## config.mk

```make
export PLATFORM = sky130hd
export DESIGN_NAME = niw_covariance_estimator
export DESIGN_NICKNAME = d
export VERILOG_FILES = /design/src/rtl/niwce_pkg.sv /design/src/rtl/niwce_divider.sv /design/src/rtl/niw_covariance_estimator.sv
export SDC_FILE = /design/constraint.sdc
export NUM_CORES = 2
export LEC_CHECK = 0
export BUFFER_PORTS_ARGS = -buffer_cell sky130_fd_sc_hd__buf_2
export CAP_MARGIN = 20
export CORE_ASPECT_RATIO = 1.25
export CORE_MARGIN = 1.5
export CORE_UTILIZATION = 60
export CTS_BUF_LIST = sky130_fd_sc_hd__clkbuf_4 sky130_fd_sc_hd__clkbuf_8 sky130_fd_sc_hd__clkbuf_16
export CTS_CLUSTER_DIAMETER = 120
export DETAILED_ROUTE_END_ITERATION = 8
export PLACE_DENSITY = 0.77
export RECOVER_POWER = 25
export SLEW_MARGIN = 10
export SYNTH_ARGS = -nofsm -noshare
export SYNTH_HDL_FRONTEND = slang
export SYNTH_SLANG_ARGS = --single-unit
```

## constraint.sdc

```tcl
create_clock -name i_clk -period 30.2 [get_ports i_clk]
set_input_delay 3.02 -clock i_clk [delete_from_list [all_inputs] [get_ports i_clk]]
set_output_delay 3.02 -clock i_clk [all_outputs]
set_load 0.05 [all_outputs]
```

## src/rtl/niwce_pkg.sv

```systemverilog
// ----------------------------------------------------------------------------
// niwce_pkg
// Shared types and constants for the covariance estimator.
// ----------------------------------------------------------------------------
package niwce_pkg;
    localparam logic [1:0] KIND_SAMPLE  = 2'd0;
    localparam logic [1:0] KIND_RESTART = 2'd1;
    localparam logic [1:0] KIND_LOAD    = 2'd2;

    localparam logic [1:0] REG_KAPPA = 2'd0;
    localparam logic [1:0] REG_NU    = 2'd1;
    localparam logic [1:0] REG_PSI   = 2'd2;

    localparam int         CNT_W   = 24;
    localparam logic [23:0] CNT_MAX = 24'hFFFFFF;
    localparam logic signed [47:0] MAX48 = 48'sh7FFF_FFFF_FFFF;
    localparam logic signed [47:0] MIN48 = 48'sh8000_0000_0000;
    localparam logic signed [31:0] MAX32 = 32'sh7FFF_FFFF;
    localparam logic signed [31:0] MIN32 = 32'sh8000_0000;

    // divider request / response
    typedef struct packed {
        logic         start;
        logic [111:0] num;
        logic [24:0]  den;
    } t_div_req;

    typedef struct packed {
        logic         busy;
        logic         done;
        logic [111:0] quo;
    } t_div_rsp;
endpackage

```

## src/rtl/niwce_divider.sv

```systemverilog
// ----------------------------------------------------------------------------
// niwce_divider
// Unsigned restoring divider, one quotient bit per cycle.
// ----------------------------------------------------------------------------
module niwce_divider
    import niwce_pkg::*;
(
    input  logic     i_clk,
    input  logic     i_rst_n,
    input  t_div_req i_req,
    output t_div_rsp o_rsp
);
    logic [111:0] r_quo, n_quo;
    logic [24:0]  r_rem, n_rem;
    logic [24:0]  r_den;
    logic [6:0]   r_cnt;
    logic         r_busy, r_done;
    logic [25:0]  w_trial;

    always_comb begin
        w_trial = {r_rem, r_quo[111]} - {1'b0, r_den};
        n_quo   = {r_quo[110:0], ~w_trial[25]};
        n_rem   = w_trial[25] ? {r_rem[23:0], r_quo[111]} : w_trial[24:0];
    end

    always_ff @(posedge i_clk) begin
        if (!i_rst_n) begin
            r_busy <= 1'b0;
            r_done <= 1'b0;
            r_cnt  <= '0;
        end else begin
            r_done <= 1'b0;
            if (i_req.start) begin
                r_busy <= 1'b1;
                r_cnt  <= 7'd0;
                r_quo  <= i_req.num;
                r_rem  <= '0;
                r_den  <= i_req.den;
            end else if (r_busy) begin
                r_quo <= n_quo;
                r_rem <= n_rem;
                r_cnt <= r_cnt + 7'd1;
                if (r_cnt == 7'd111) begin
                    r_busy <= 1'b0;
                    r_done <= 1'b1;
                end
            end
        end
    end

    assign o_rsp.busy = r_busy;
    assign o_rsp.done = r_done;
    assign o_rsp.quo  = r_quo;

    a_den_nonzero: assert property (@(posedge i_clk) disable iff (!i_rst_n)
        r_busy |-> r_den != '0) else $error("divider running with zero divisor");
    a_done_after_busy: assert property (@(posedge i_clk) disable iff (!i_rst_n)
        o_rsp.done |-> $past(r_busy)) else $error("done without busy");
    a_no_start_busy: assert property (@(posedge i_clk) disable iff (!i_rst_n)
        r_done |-> !r_busy) else $error("done while busy");
endmodule

```

## src/rtl/niw_covariance_estimator.sv

```systemverilog
// ----------------------------------------------------------------------------
// niw_covariance_estimator
// Sequential normal-inverse-Wishart mean and covariance estimator.
// ----------------------------------------------------------------------------
// channel  dir  handshake          payload
// in       in   i_valid/o_ready    kind, sample_0..3, entry_index, entry_value
// out      out  o_valid/i_ready    out_index, out_value, last
// cfg      in   apb                kappa_start, nu_start, psi_start_diag
// A sample runs, per scatter entry, a shift-add multiply and a divide in the
// shared serial divider, then one divide per mean and covariance entry, before
// the first output beat. Reset is synchronous and loads the priors.
// Input is not ready while busy; a stalled output beat holds the sequencer.
// ----------------------------------------------------------------------------
module niw_covariance_estimator
    import niwce_pkg::*;
#(
    parameter int DIM = 2
) (
    input  logic               i_clk,
    input  logic               i_rst_n,
    input  logic               i_valid,
    output logic               o_ready,
    input  logic [1:0]         i_kind,
    input  logic signed [15:0] i_sample_0,
    input  logic signed [15:0] i_sample_1,
    input  logic signed [15:0] i_sample_2,
    input  logic signed [15:0] i_sample_3,
    input  logic [4:0]         i_entry_index,
    input  logic signed [47:0] i_entry_value,
    output logic               o_valid,
    input  logic               i_ready,
    output logic [4:0]         o_out_index,
    output logic signed [47:0] o_out_value,
    output logic               o_last,
    input  logic               psel,
    input  logic               penable,
    input  logic               pwrite,
    input  logic [3:0]         paddr,
    input  logic [31:0]        pwdata,
    output logic [31:0]        prdata,
    output logic               pready
);
    localparam int NSQ = DIM * DIM;
    localparam int NE  = DIM + NSQ;
    localparam int IW  = (NSQ > 1) ? $clog2(NSQ) : 1;
    localparam int DW  = (DIM > 1) ? $clog2(DIM) : 1;

    localparam logic [2:0] ST_IDLE = 3'd0;
    localparam logic [2:0] ST_MUL  = 3'd1;
    localparam logic [2:0] ST_SDIV = 3'd2;
    localparam logic [2:0] ST_MDIV = 3'd3;
    localparam logic [2:0] ST_CDIV = 3'd4;
    localparam logic [2:0] ST_OUT  = 3'd5;
    localparam logic [2:0] ST_MSET = 3'd6;

    logic [15:0] r_kappa_start, r_nu_start;
    logic [31:0] r_psi;
    logic signed [31:0] r_mean [DIM];
    logic signed [47:0] r_scat [NSQ];
    logic signed [47:0] r_cov  [NSQ];
    logic signed [33:0] r_d    [DIM];
    logic [CNT_W-1:0] r_kappa, r_nu;
    logic [2:0] r_state;
    logic [4:0] r_idx;
    logic [DW-1:0] r_row, r_col;
    logic [111:0] r_prod;
    logic [111:0] r_mc;
    logic [33:0]  r_mp;
    logic [5:0]   r_mcnt;
    logic         r_mph;
    logic [24:0]  r_den;
    logic         r_go, n_go;

    t_div_req w_req;
    t_div_rsp w_rsp;
    logic signed [15:0] w_smp [4];
    logic w_in_acc, w_wr;

    assign w_smp[0] = i_sample_0;
    assign w_smp[1] = i_sample_1;
    assign w_smp[2] = i_sample_2;
    assign w_smp[3] = i_sample_3;

    assign pready = 1'b1;
    assign w_wr = psel && penable && pwrite;
    always_comb begin
        unique case (paddr[3:2])
            REG_KAPPA: prdata = {16'd0, r_kappa_start};
            REG_NU:    prdata = {16'd0, r_nu_start};
            REG_PSI:   prdata = r_psi;
            default:   prdata = 32'd0;
        endcase
    end

    assign o_ready  = (r_state == ST_IDLE);
    assign w_in_acc = i_valid && o_ready;

    // entry under work, row and column of the scatter index
    logic [IW-1:0] w_ent;
    logic [DW-1:0] w_row, w_col;
    logic [33:0]   w_ai, w_aj;
    logic          w_neg;
    logic [24:0]   w_k1;
    assign w_ent = r_idx[IW-1:0];
    assign w_row = r_row;
    assign w_col = r_col;
    assign w_ai  = r_d[w_row][33] ? 34'(-r_d[w_row]) : 34'(r_d[w_row]);
    assign w_aj  = r_d[w_col][33] ? 34'(-r_d[w_col]) : 34'(r_d[w_col]);
    assign w_neg = r_d[w_row][33] ^ r_d[w_col][33];
    assign w_k1  = {1'b0, r_kappa} + 25'd1;

    // shift-add multiplier step
    logic [111:0] w_macc;
    assign w_macc = r_prod + (r_mp[0] ? r_mc : 112'd0);

    // signed views for the current divide
    logic [DW-1:0] w_mi;
    logic signed [33:0] w_dm;
    logic [47:0]  w_acov;
    assign w_mi   = r_idx[DW-1:0];
    assign w_dm   = r_d[w_mi];
    assign w_acov = r_scat[w_ent][47] ? 48'(-r_scat[w_ent]) : 48'(r_scat[w_ent]);

    logic signed [49:0] w_ssum;
    logic signed [34:0] w_msum;
    logic signed [49:0] w_q50;
    logic signed [33:0] w_q34;
    logic [CNT_W:0] w_nu1;
    logic signed [25:0] w_dv;
    assign w_q50  = w_neg ? 50'(-$signed({2'b00, w_rsp.quo[47:0]}))
                          : $signed({2'b00, w_rsp.quo[47:0]});
    assign w_ssum = 50'(r_scat[w_ent]) + w_q50;
    assign w_q34  = w_dm[33] ? 34'(-$signed(w_rsp.quo[33:0])) : $signed(w_rsp.quo[33:0]);
    assign w_msum = 35'(r_mean[w_mi]) + 35'(w_q34);
    assign w_nu1  = {1'b0, r_nu} + 25'd1;
    assign w_dv   = 26'($signed({2'b0, r_nu})) - 26'(DIM + 1);

    always_comb begin
        w_req.start = r_go;
        w_req.den   = r_den;
        w_req.num   = r_prod;
    end

    always_comb begin
        unique case (r_state)
            ST_MUL:  n_go = r_mph && (r_mcnt == 6'd23);
            ST_SDIV: n_go = w_rsp.done && (r_idx == 5'(NSQ - 1));
            ST_MDIV: n_go = w_rsp.done && (r_idx != 5'(DIM - 1));
            ST_CDIV: n_go = (r_den == '0) || (w_rsp.done && (r_idx != 5'(NSQ - 1)));
            default: n_go = 1'b0;
        endcase
    end

    niwce_divider u_div (
        .i_clk(i_clk), .i_rst_n(i_rst_n), .i_req(w_req), .o_rsp(w_rsp)
    );

    logic [47:0] w_diag;
    assign w_diag = r_psi[31] ? 48'(MAX48) : {r_psi, 16'd0};

    always_ff @(posedge i_clk) begin
        if (!i_rst_n) begin
            r_kappa_start <= '0;
            r_nu_start    <= '0;
            r_psi         <= 32'd3;
        end else if (w_wr) begin
            unique case (paddr[3:2])
                REG_KAPPA: r_kappa_start <= pwdata[15:0];
                REG_NU:    r_nu_start    <= pwdata[15:0];
                REG_PSI:   r_psi         <= pwdata;
                default: ;
            endcase
        end
    end

    always_ff @(posedge i_clk) begin
        if (!i_rst_n) begin
            r_state <= ST_IDLE;
            r_go    <= 1'b0;
            o_valid <= 1'b0;
            r_kappa <= '0;
            r_nu    <= '0;
            for (int i = 0; i < DIM; i++) r_mean[i] <= '0;
            for (int i = 0; i < NSQ; i++)
                r_scat[i] <= (i % (DIM + 1) == 0) ? 48'sd196608 : 48'sd0;
        end else begin
            r_go <= n_go;
            unique case (r_state)
                ST_IDLE: if (w_in_acc) begin
                    unique case (i_kind)
                        KIND_SAMPLE: begin
                            for (int i = 0; i < DIM; i++)
                                r_d[i] <= 34'($signed({w_smp[i], 16'd0})) - 34'(r_mean[i]);
                            r_idx   <= '0;
                            r_row   <= '0;
                            r_col   <= '0;
                            r_state <= ST_MSET;
                        end
                        KIND_RESTART: begin
                            for (int i = 0; i < DIM; i++) r_mean[i] <= '0;
                            for (int i = 0; i < NSQ; i++)
                                r_scat[i] <= (i % (DIM + 1) == 0) ? $signed(w_diag) : 48'sd0;
                            r_kappa <= CNT_W'(r_kappa_start);
                            r_nu    <= CNT_W'(r_nu_start);
                        end
                        KIND_LOAD: begin
                            if (i_entry_index < 5'(DIM)) begin
                                r_mean[i_entry_index[DW-1:0]] <=
                                    (i_entry_value > 48'(MAX32)) ? MAX32 :
                                    (i_entry_value < 48'(MIN32)) ? MIN32 :
                                    i_entry_value[31:0];
                            end else if (i_entry_index < 5'(NE)) begin
                                r_scat[IW'(i_entry_index - 5'(DIM))] <= i_entry_value;
                            end
                        end
                        default: ;
                    endcase
                end
                ST_MSET: begin
                    r_mc    <= 112'(w_ai);
                    r_mp    <= w_aj;
                    r_prod  <= '0;
                    r_mcnt  <= '0;
                    r_mph   <= 1'b0;
                    r_state <= ST_MUL;
                end
                ST_MUL: begin
                    // |di|*|dj| first, then times k, then down by 16
                    if (!r_mph && r_mcnt == 6'd33) begin
                        r_mc   <= w_macc;
                        r_mp   <= 34'(r_kappa);
                        r_prod <= '0;
                        r_mcnt <= '0;
                        r_mph  <= 1'b1;
                    end else if (r_mph && r_mcnt == 6'd23) begin
                        r_prod  <= w_macc >> 16;
                        r_den   <= w_k1;
                        r_state <= ST_SDIV;
                    end else begin
                        r_mc   <= r_mc << 1;
                        r_mp   <= r_mp >> 1;
                        r_prod <= w_macc;
                        r_mcnt <= r_mcnt + 6'd1;
                    end
                end
                ST_SDIV: if (w_rsp.done) begin
                    r_scat[w_ent] <= (w_ssum > 50'(MAX48)) ? MAX48 :
                                     (w_ssum < 50'(MIN48)) ? MIN48 : w_ssum[47:0];
                    if (r_idx == 5'(NSQ - 1)) begin
                        r_idx   <= '0;
                        r_prod  <= 112'(r_d[0][33] ? 34'(-r_d[0]) : 34'(r_d[0]));
                        r_state <= ST_MDIV;
                    end else begin
                        r_idx   <= r_idx + 5'd1;
                        if (r_col == DW'(DIM - 1)) begin
                            r_col <= '0;
                            r_row <= r_row + DW'(1);
                        end else begin
                            r_col <= r_col + DW'(1);
                        end
                        r_state <= ST_MSET;
                    end
                end
                ST_MDIV: if (w_rsp.done) begin
                    r_mean[w_mi] <= (w_msum > 35'(MAX32)) ? MAX32 :
                                    (w_msum < 35'(MIN32)) ? MIN32 : w_msum[31:0];
                    if (r_idx == 5'(DIM - 1)) begin
                        r_kappa <= (r_kappa == CNT_MAX) ? CNT_MAX : r_kappa + 24'd1;
                        r_nu    <= w_nu1[CNT_W] || (r_nu == CNT_MAX) ? CNT_MAX : w_nu1[23:0];
                        r_idx   <= '0;
                        r_state <= ST_CDIV;
                        r_den   <= '0;
                    end else begin
                        r_idx  <= r_idx + 5'd1;
                        r_prod <= 112'(r_d[DW'(r_idx + 5'd1)][33] ?
                                  34'(-r_d[DW'(r_idx + 5'd1)]) : 34'(r_d[DW'(r_idx + 5'd1)]));
                    end
                end
                ST_CDIV: begin
                    if (r_den == '0) begin
                        r_den  <= (w_dv > 0) ? w_dv[24:0] : 25'(r_nu) + 25'(DIM + 1);
                        r_prod <= 112'(w_acov);
                    end else if (w_rsp.done) begin
                        r_cov[w_ent] <= r_scat[w_ent][47] ?
                            48'(-$signed(w_rsp.quo[47:0])) : $signed(w_rsp.quo[47:0]);
                        if (r_idx == 5'(NSQ - 1)) begin
                            r_idx   <= '0;
                            o_valid <= 1'b1;
                            r_state <= ST_OUT;
                        end else begin
                            r_idx  <= r_idx + 5'd1;
                            r_prod <= {64'd0, (r_scat[IW'(r_idx + 5'd1)][47] ?
                                      48'(-r_scat[IW'(r_idx + 5'd1)]) :
                                      48'(r_scat[IW'(r_idx + 5'd1)]))};
                        end
                    end
                end
                ST_OUT: if (i_ready) begin
                    if (r_idx == 5'(NE - 1)) begin
                        o_valid <= 1'b0;
                        r_state <= ST_IDLE;
                    end else begin
                        r_idx <= r_idx + 5'd1;
                    end
                end
                default: r_state <= ST_IDLE;
            endcase
        end
    end

    assign o_out_index = r_idx;
    assign o_last      = (r_idx == 5'(NE - 1));
    always_comb begin
        if (r_idx < 5'(DIM))
            o_out_value = 48'(r_mean[r_idx[DW-1:0]]);
        else
            o_out_value = r_cov[IW'(r_idx - 5'(DIM))];
    end

    a_valid_in_out: assert property (@(posedge i_clk) disable iff (!i_rst_n)
        o_valid |-> r_state == ST_OUT) else $error("valid outside output phase");
    a_not_ready_busy: assert property (@(posedge i_clk) disable iff (!i_rst_n)
        o_ready |-> !w_rsp.busy) else $error("ready while divider busy");
    a_last_ends: assert property (@(posedge i_clk) disable iff (!i_rst_n)
        (o_valid && i_ready && o_last) |=> r_state == ST_IDLE)
        else $error("run did not end after last beat");
    a_idx_range: assert property (@(posedge i_clk) disable iff (!i_rst_n)
        o_valid |-> r_idx < 5'(NE)) else $error("output index out of range");
endmodule
```

Word level (Yosys, flattened, before mapping)
Memories as Yosys holds them, arrays and structs flattened. A register that Yosys moved wholly into a read port is not among the register bits.
Index checks and enable logic that the tools add are counted.
{ "op_classes": {"n_addsub": 27, "eq_ne": 43, "order_cmp": 10, "n_mux": 166, "n_reduce_logical": 44, "n_bitwise": 10} }
{ "ops": {"columns": ["operator", "count"], "rows": [
  ["112-bit two-way mux", 16],
  ["48-bit two-way mux", 12],
  ["112-bit case mux with 5 select lines", 1],
  ["32-bit two-way mux", 8],
  ["24-bit two-way mux", 10],
  ["112-bit case mux with 2 select lines", 1],
  ["25-bit two-way mux", 8],
  ["34-bit two-way mux", 5],
  ["34-bit negator", 5],
  ["48-bit negator", 3],
  ["112-bit adder", 1],
  ["24-bit case mux with 2 select lines", 2],
  ["32-bit case mux with 3 select lines", 1],
  ["48-bit OR reduction", 2],
  ["25-bit case mux with 3 select lines", 1],
  ["34-bit case mux with 2 select lines", 1],
  ["32-bit by 32-bit subtractor with 33-bit output", 2],
  ["32-bit OR reduction", 2],
  ["1-bit two-way mux", 63],
  ["24-bit by 1-bit adder with 25-bit output, second input constant", 2],
  ["48-bit by 50-bit adder with 50-bit output", 1],
  ["50-bit by 48-bit > comparator with 1-bit output, second input constant", 1],
  ["50-bit by 48-bit < comparator with 1-bit output, second input constant", 1],
  ["50-bit two-way mux", 1],
  ["other kinds (67)", 150]
]} }
{ "totals": {"input_bits": 162, "register_bits": 585, "out_inout_bits": 89, "memories": 4, "mem_bits_rw": 516} }
{ "memory_table": {"columns": ["name", "depth", "width", "read_ports", "rd_ports_with_merged_regs", "wr", "line", "text"], "rows": [
  ["r_cov", 4, 48, 1, 0, 1, "niw_covariance_estimator.sv:60", "logic signed [47:0] r_cov [NSQ];"],
  ["r_scat", 4, 48, 2, 1, 4, "niw_covariance_estimator.sv:59", "logic signed [47:0] r_scat [NSQ];"],
  ["r_d", 2, 34, 5, 3, 2, "niw_covariance_estimator.sv:61", "logic signed [33:0] r_d [DIM];"],
  ["r_mean", 2, 32, 3, 1, 2, "niw_covariance_estimator.sv:58", "logic signed [31:0] r_mean [DIM];"]
]} }

Longest topological paths before layout
{ "depth": {"depth_word": 11, "ltp_mapped": 29, "mapped_depth_nobuf": 25} }

Cells and area by module
A second synthesis with hierarchy kept.
{ "unflattened": {"cells_unflattened": 7915, "area_unflattened_um2": 75130.8} }
{ "by_module_without_submodules": {"columns": ["module", "cells_per_inst", "area_per_inst_um2", "instances"], "rows": [
  ["niw_covariance_estimator", 7266, 66547.6, 1],
  ["niwce_divider", 649, 8583.2, 1]
]} }

Least setup slack after synthesis
No wires, ideal clock.
{ "synth_timing": {"path_kind": "in2reg", "startpoint": "in i_rst_n", "endpoint": "reg r_mc[0] (enable)", "arrival_time_ns": 10.797, "setup_time_ns": 0.714, "required_time_ns": 29.486, "slack_ns": 18.689, "path_buffers": 2, "cell_stages": 4, "cell_sequence": "inv_1 > clkbuf_1 > clkbuf_1 > a21oi_1"} }
{ "synth_between": {"elab_chain_cells": 1} }
{ "synth_lines": {"columns": ["element", "line", "text"], "rows": [
  ["from (decl)", "niw_covariance_estimator.sv:20", "input logic i_rst_n,"],
  ["3-bit AND reduction (no line)", null, null],
  ["to (signal assigned)", "niw_covariance_estimator.sv:220", "r_mc <= 112'(w_ai);"],
  ["to (signal assigned)", "niw_covariance_estimator.sv:230", "r_mc <= w_macc;"],
  ["to (signal assigned)", "niw_covariance_estimator.sv:240", "r_mc <= r_mc << 1;"],
  ["to (decl)", "niw_covariance_estimator.sv:67", "logic [111:0] r_mc;"]
]} }
Every way passes these cells.
A chain may end at the register's enable or synchronous reset.

==> metrics.yaml <==
run_status:
  outcome: "complete, but fails checks"
  violations: "capacitance limit, slew limit"
synth:
  ys_warn_count: 0
  syn-cell-area_sq_mm: 0.07442
  synth_top_area_share_pct: 39.26
  synth_fp_nets: 8231
  synthTopCellsByArea: "edfxtp_1 (39%), nand2_1 (4.7%), ha_1 (4.5%)"
  seq_area_frac_synth_pct: 42.76
  netlist_instances: 7795
  synth.distinct_cells: 100
  synth_flop_cell: "edfxtp_1"
  ys_ff_latch: 1103
  synth_top_cell_by_area: "edfxtp_1"
  synth_edf_count: 973
  syn_area_per_cell_sq_um: 9.548
  async_flop_share_pct: 0
power:
  leakage_nw: 30.04
  irDropWorstVdd_mv: 0.1405
  pwr-share-seq_pct: 26.8
  p_per_area_mw_per_mm2: 92.12
  p_comb_share_pct: 53.6
  p_int_mw: 3.947
  p_sw_share_pct: 46.72
  p_sw_mw: 3.462
  p_total_mw: 7.409
  clkPwrFrac_pct: 19.6
min_path:
  hold_path.class: "flop to flop"
final_layout:
  final_cell_area_sq_mm: 0.08043
  final_nets: 8175
  drive_above_1_share_pct: 11.74
  fillers: 9985
  final_cell_mix: "edfxtp_1 (973), nand2_1 (925), nor2_1 (775)"
  layout_commonest_cell: "edfxtp_1"
  area_delta_synth_final_pct: 8.071
route:
  drc: 0
  wl_per_cell_um: 28.99
  viasPerCell: 6.761
  first_pass_iters: 8
  ant_nets: 0
  postRouteWirelength_mm: 273.7
  detail_route.iter0.violations: 8171
  num_vias: 63840
timing:
  hold_violations: 0
  clock_skew_ns: 0.04675
  min_period_ns: 10.00
  worst_pin_slew_ns: 7.842
  maxSlewViolCount: 845
  rsz0062_at_grt: "false"
  setup_tns_ns: 0
  slew_headroom_pct: -422.8
  worst_hold_slack_ns: 0.4489
  setup_viol: 0
  fin_crit_sh_pct: 33.13
  max_freq_mhz: 99.96
clocking:
  cts_hold_buf: 0
  cts_tree: "built"
  cts_buffer_depth: 3
  cts_setup_buffers: 0
  cts.htree.levels: 3
  clkSinkCount: 1103
  clock_latency_ns: 0.79
  cts.repair.resized: 0
  root_buffer: "clkbuf_16"
  path_clk_slew_ns: 0.07
  numCtsBuffers: 112
critical_path:
  worstSetupStartpointType: "flop"
  crit_path_max_fanout: 36
  critical_path_arrival_ns: 10.52
  cp.required_ns: 30.72
  path_class: "flop to flop"
  worstSetupEndpointType: "flop"
die:
  start_util_pct: 60.39
  core_area_sq_mm: 0.1232
  die-width_um: 318.0
  num_rows: 144
  die_y_um: 396.8
  die_area_sq_mm: 0.1262
  io_pins: 251
placement:
  dp_hpwl_mm: 203.5
  place_area_sq_mm: 0.07668
  place_congestion: 1.096
  numPortBuffers: 215
grt:
  grt_max_degree: 153
  grt_pass1_vias: 60320
  antenna_found_initial: 14
  grt_overflow: 0
  grt_pass1_wl_mm: 395.5
  grtUsageTotal_pct: 42.39
run:
  maxCapViolations: 16
==> sequential cells by signal (all words and copies together), names as in the netlist, 3 cells and up, named ones only <==
| signal | count |
|---|---|
| r_cov | 192 |
| r_scat | 192 |
| r_mc | 112 |
| r_prod | 112 |
| u_div.r_quo | 112 |
| r_d | 66 |
| r_mean | 64 |
| r_mp | 34 |
| r_psi | 32 |
| r_den | 25 |
| u_div.r_den | 25 |
| u_div.r_rem | 25 |
| r_kappa | 24 |
| r_nu | 24 |
| r_kappa_start | 16 |
| r_nu_start | 16 |
| u_div.r_cnt | 7 |
| r_mcnt | 6 |
| o_out_index | 5 |
| r_state | 3 |
==> kinds of logic after synthesis <==
group | Yosys count | share of synthesized area [%]
xor gates and xnor gates | 643 | 7.567
other | 2 | 0.01009
DFF | 1103 | 42.76
buffers and inverters | 669 | 3.500
and+or+nand+nor | 2623 | 16.09
muxes | 495 | 9.048
adders and majority gates | 274 | 4.647
AOI/OAI and AO/OA | 1986 | 16.39
==> worst paths after layout <==
| kind | start | to | slack (ns) | depth (start not counted) |
|---|---|---|---|---|
| max | flop | r_scat[3][34] | 20.20 | 16 |
| max reg2reg | flop | r_scat[3][34] | 20.20 | 16 |
| min reg2reg | r_den[4] | u_div.r_den[4] | 0.45 | 0 |
| min | r_den[4] | u_div.r_den[4] | 0.45 | 0 |
==> Yosys cell counts, types with 24 or more instances <==
master	number
a22o_1	30
a21o_1	135
and2_1	166
a211oi_1	51
or2_2	24
mux2i_1	198
buf_1	48
xor2_1	298
o21ai_1	58
o21ai_0	463
a31oi_1	99
xnor2_1	345
a21oi_1	662
nor3_1	172
nand4_1	88
ha_1	270
o211ai_1	40
nor2b_1	46
o31ai_1	46
o21bai_1	47
nand2b_1	33
dfxtp_1	130
or3_1	58
nor2_1	783
o22ai_1	59
nor4_1	42
edfxtp_1	973
nand3_1	127
clkbuf_1	423
inv_1	163
mux4_2	125
and3_1	52
buf_2	24
nand2_1	931
o21a_1	47
mux2_2	172
==> metal layers <==
metal / global-route usage (%) / wire length [um]
met1: 51.46 / 98520
met2: 67.02 / 123900
met3: 6.707 / 24590
met4: 34.89 / 26680
met5: 0 / 63
==> worst max-delay path: stages (launching register included) <==
cell	delay, ns
dfxtp_1	1.42
clkbuf_1	2.23
nand2_1	0.34
o21ai_4	0.16
clkbuf_1	0.89
inv_1	0.17
clkbuf_1	1.06
ha_1	0.82
a21oi_1	0.21
o21ai_0	0.16
or3_1	0.38
o211ai_2	0.13
nor2_1	0.12
nor2_2	0.81
o21ai_0	0.37
o21ai_1	0.25
o21ai_0	0.13
==> power groups by stage <==
stage          combinational [mW]  clock (mW)  sequential (mW)
6_report                     3.97        1.45             1.98
5_1_grt                      4.16        1.51             1.99
4_1_cts                      3.82        1.45             1.98
3_5_place_dp                 3.80           0             2.01
3_3_place_gp                 3.77           0             2.00
2_1_floorplan                2.59           0             1.96
==> layout make-up <==
class / instances / area (sq um) / share of cell area (%)
antenna: 5 / 12.51 / 0.01556
multi-input combinational: 6023 / 40240 / 50.03
timing repair buffer: 336 / 1942 / 2.414
clock buffer: 135 / 2999 / 3.729
clock inverter: 71 / 788.3 / 0.9800
inverter: 163 / 614.3 / 0.7638
sequential: 1103 / 31820 / 39.57
tap: 1606 / 2009 / 2.498
==> metrics by stage <==
step,setup WS [ns],utilization (%),cells
finish,20.20,65.26,9442
global route,19.59,65.26,9439
CTS,21.37,65.29,9427
detailed placement,21.39,62.22,9221
global placement,21.37,62.20,9219
floorplan,18.69,-,7795
(Power assumes the default switching activity.)
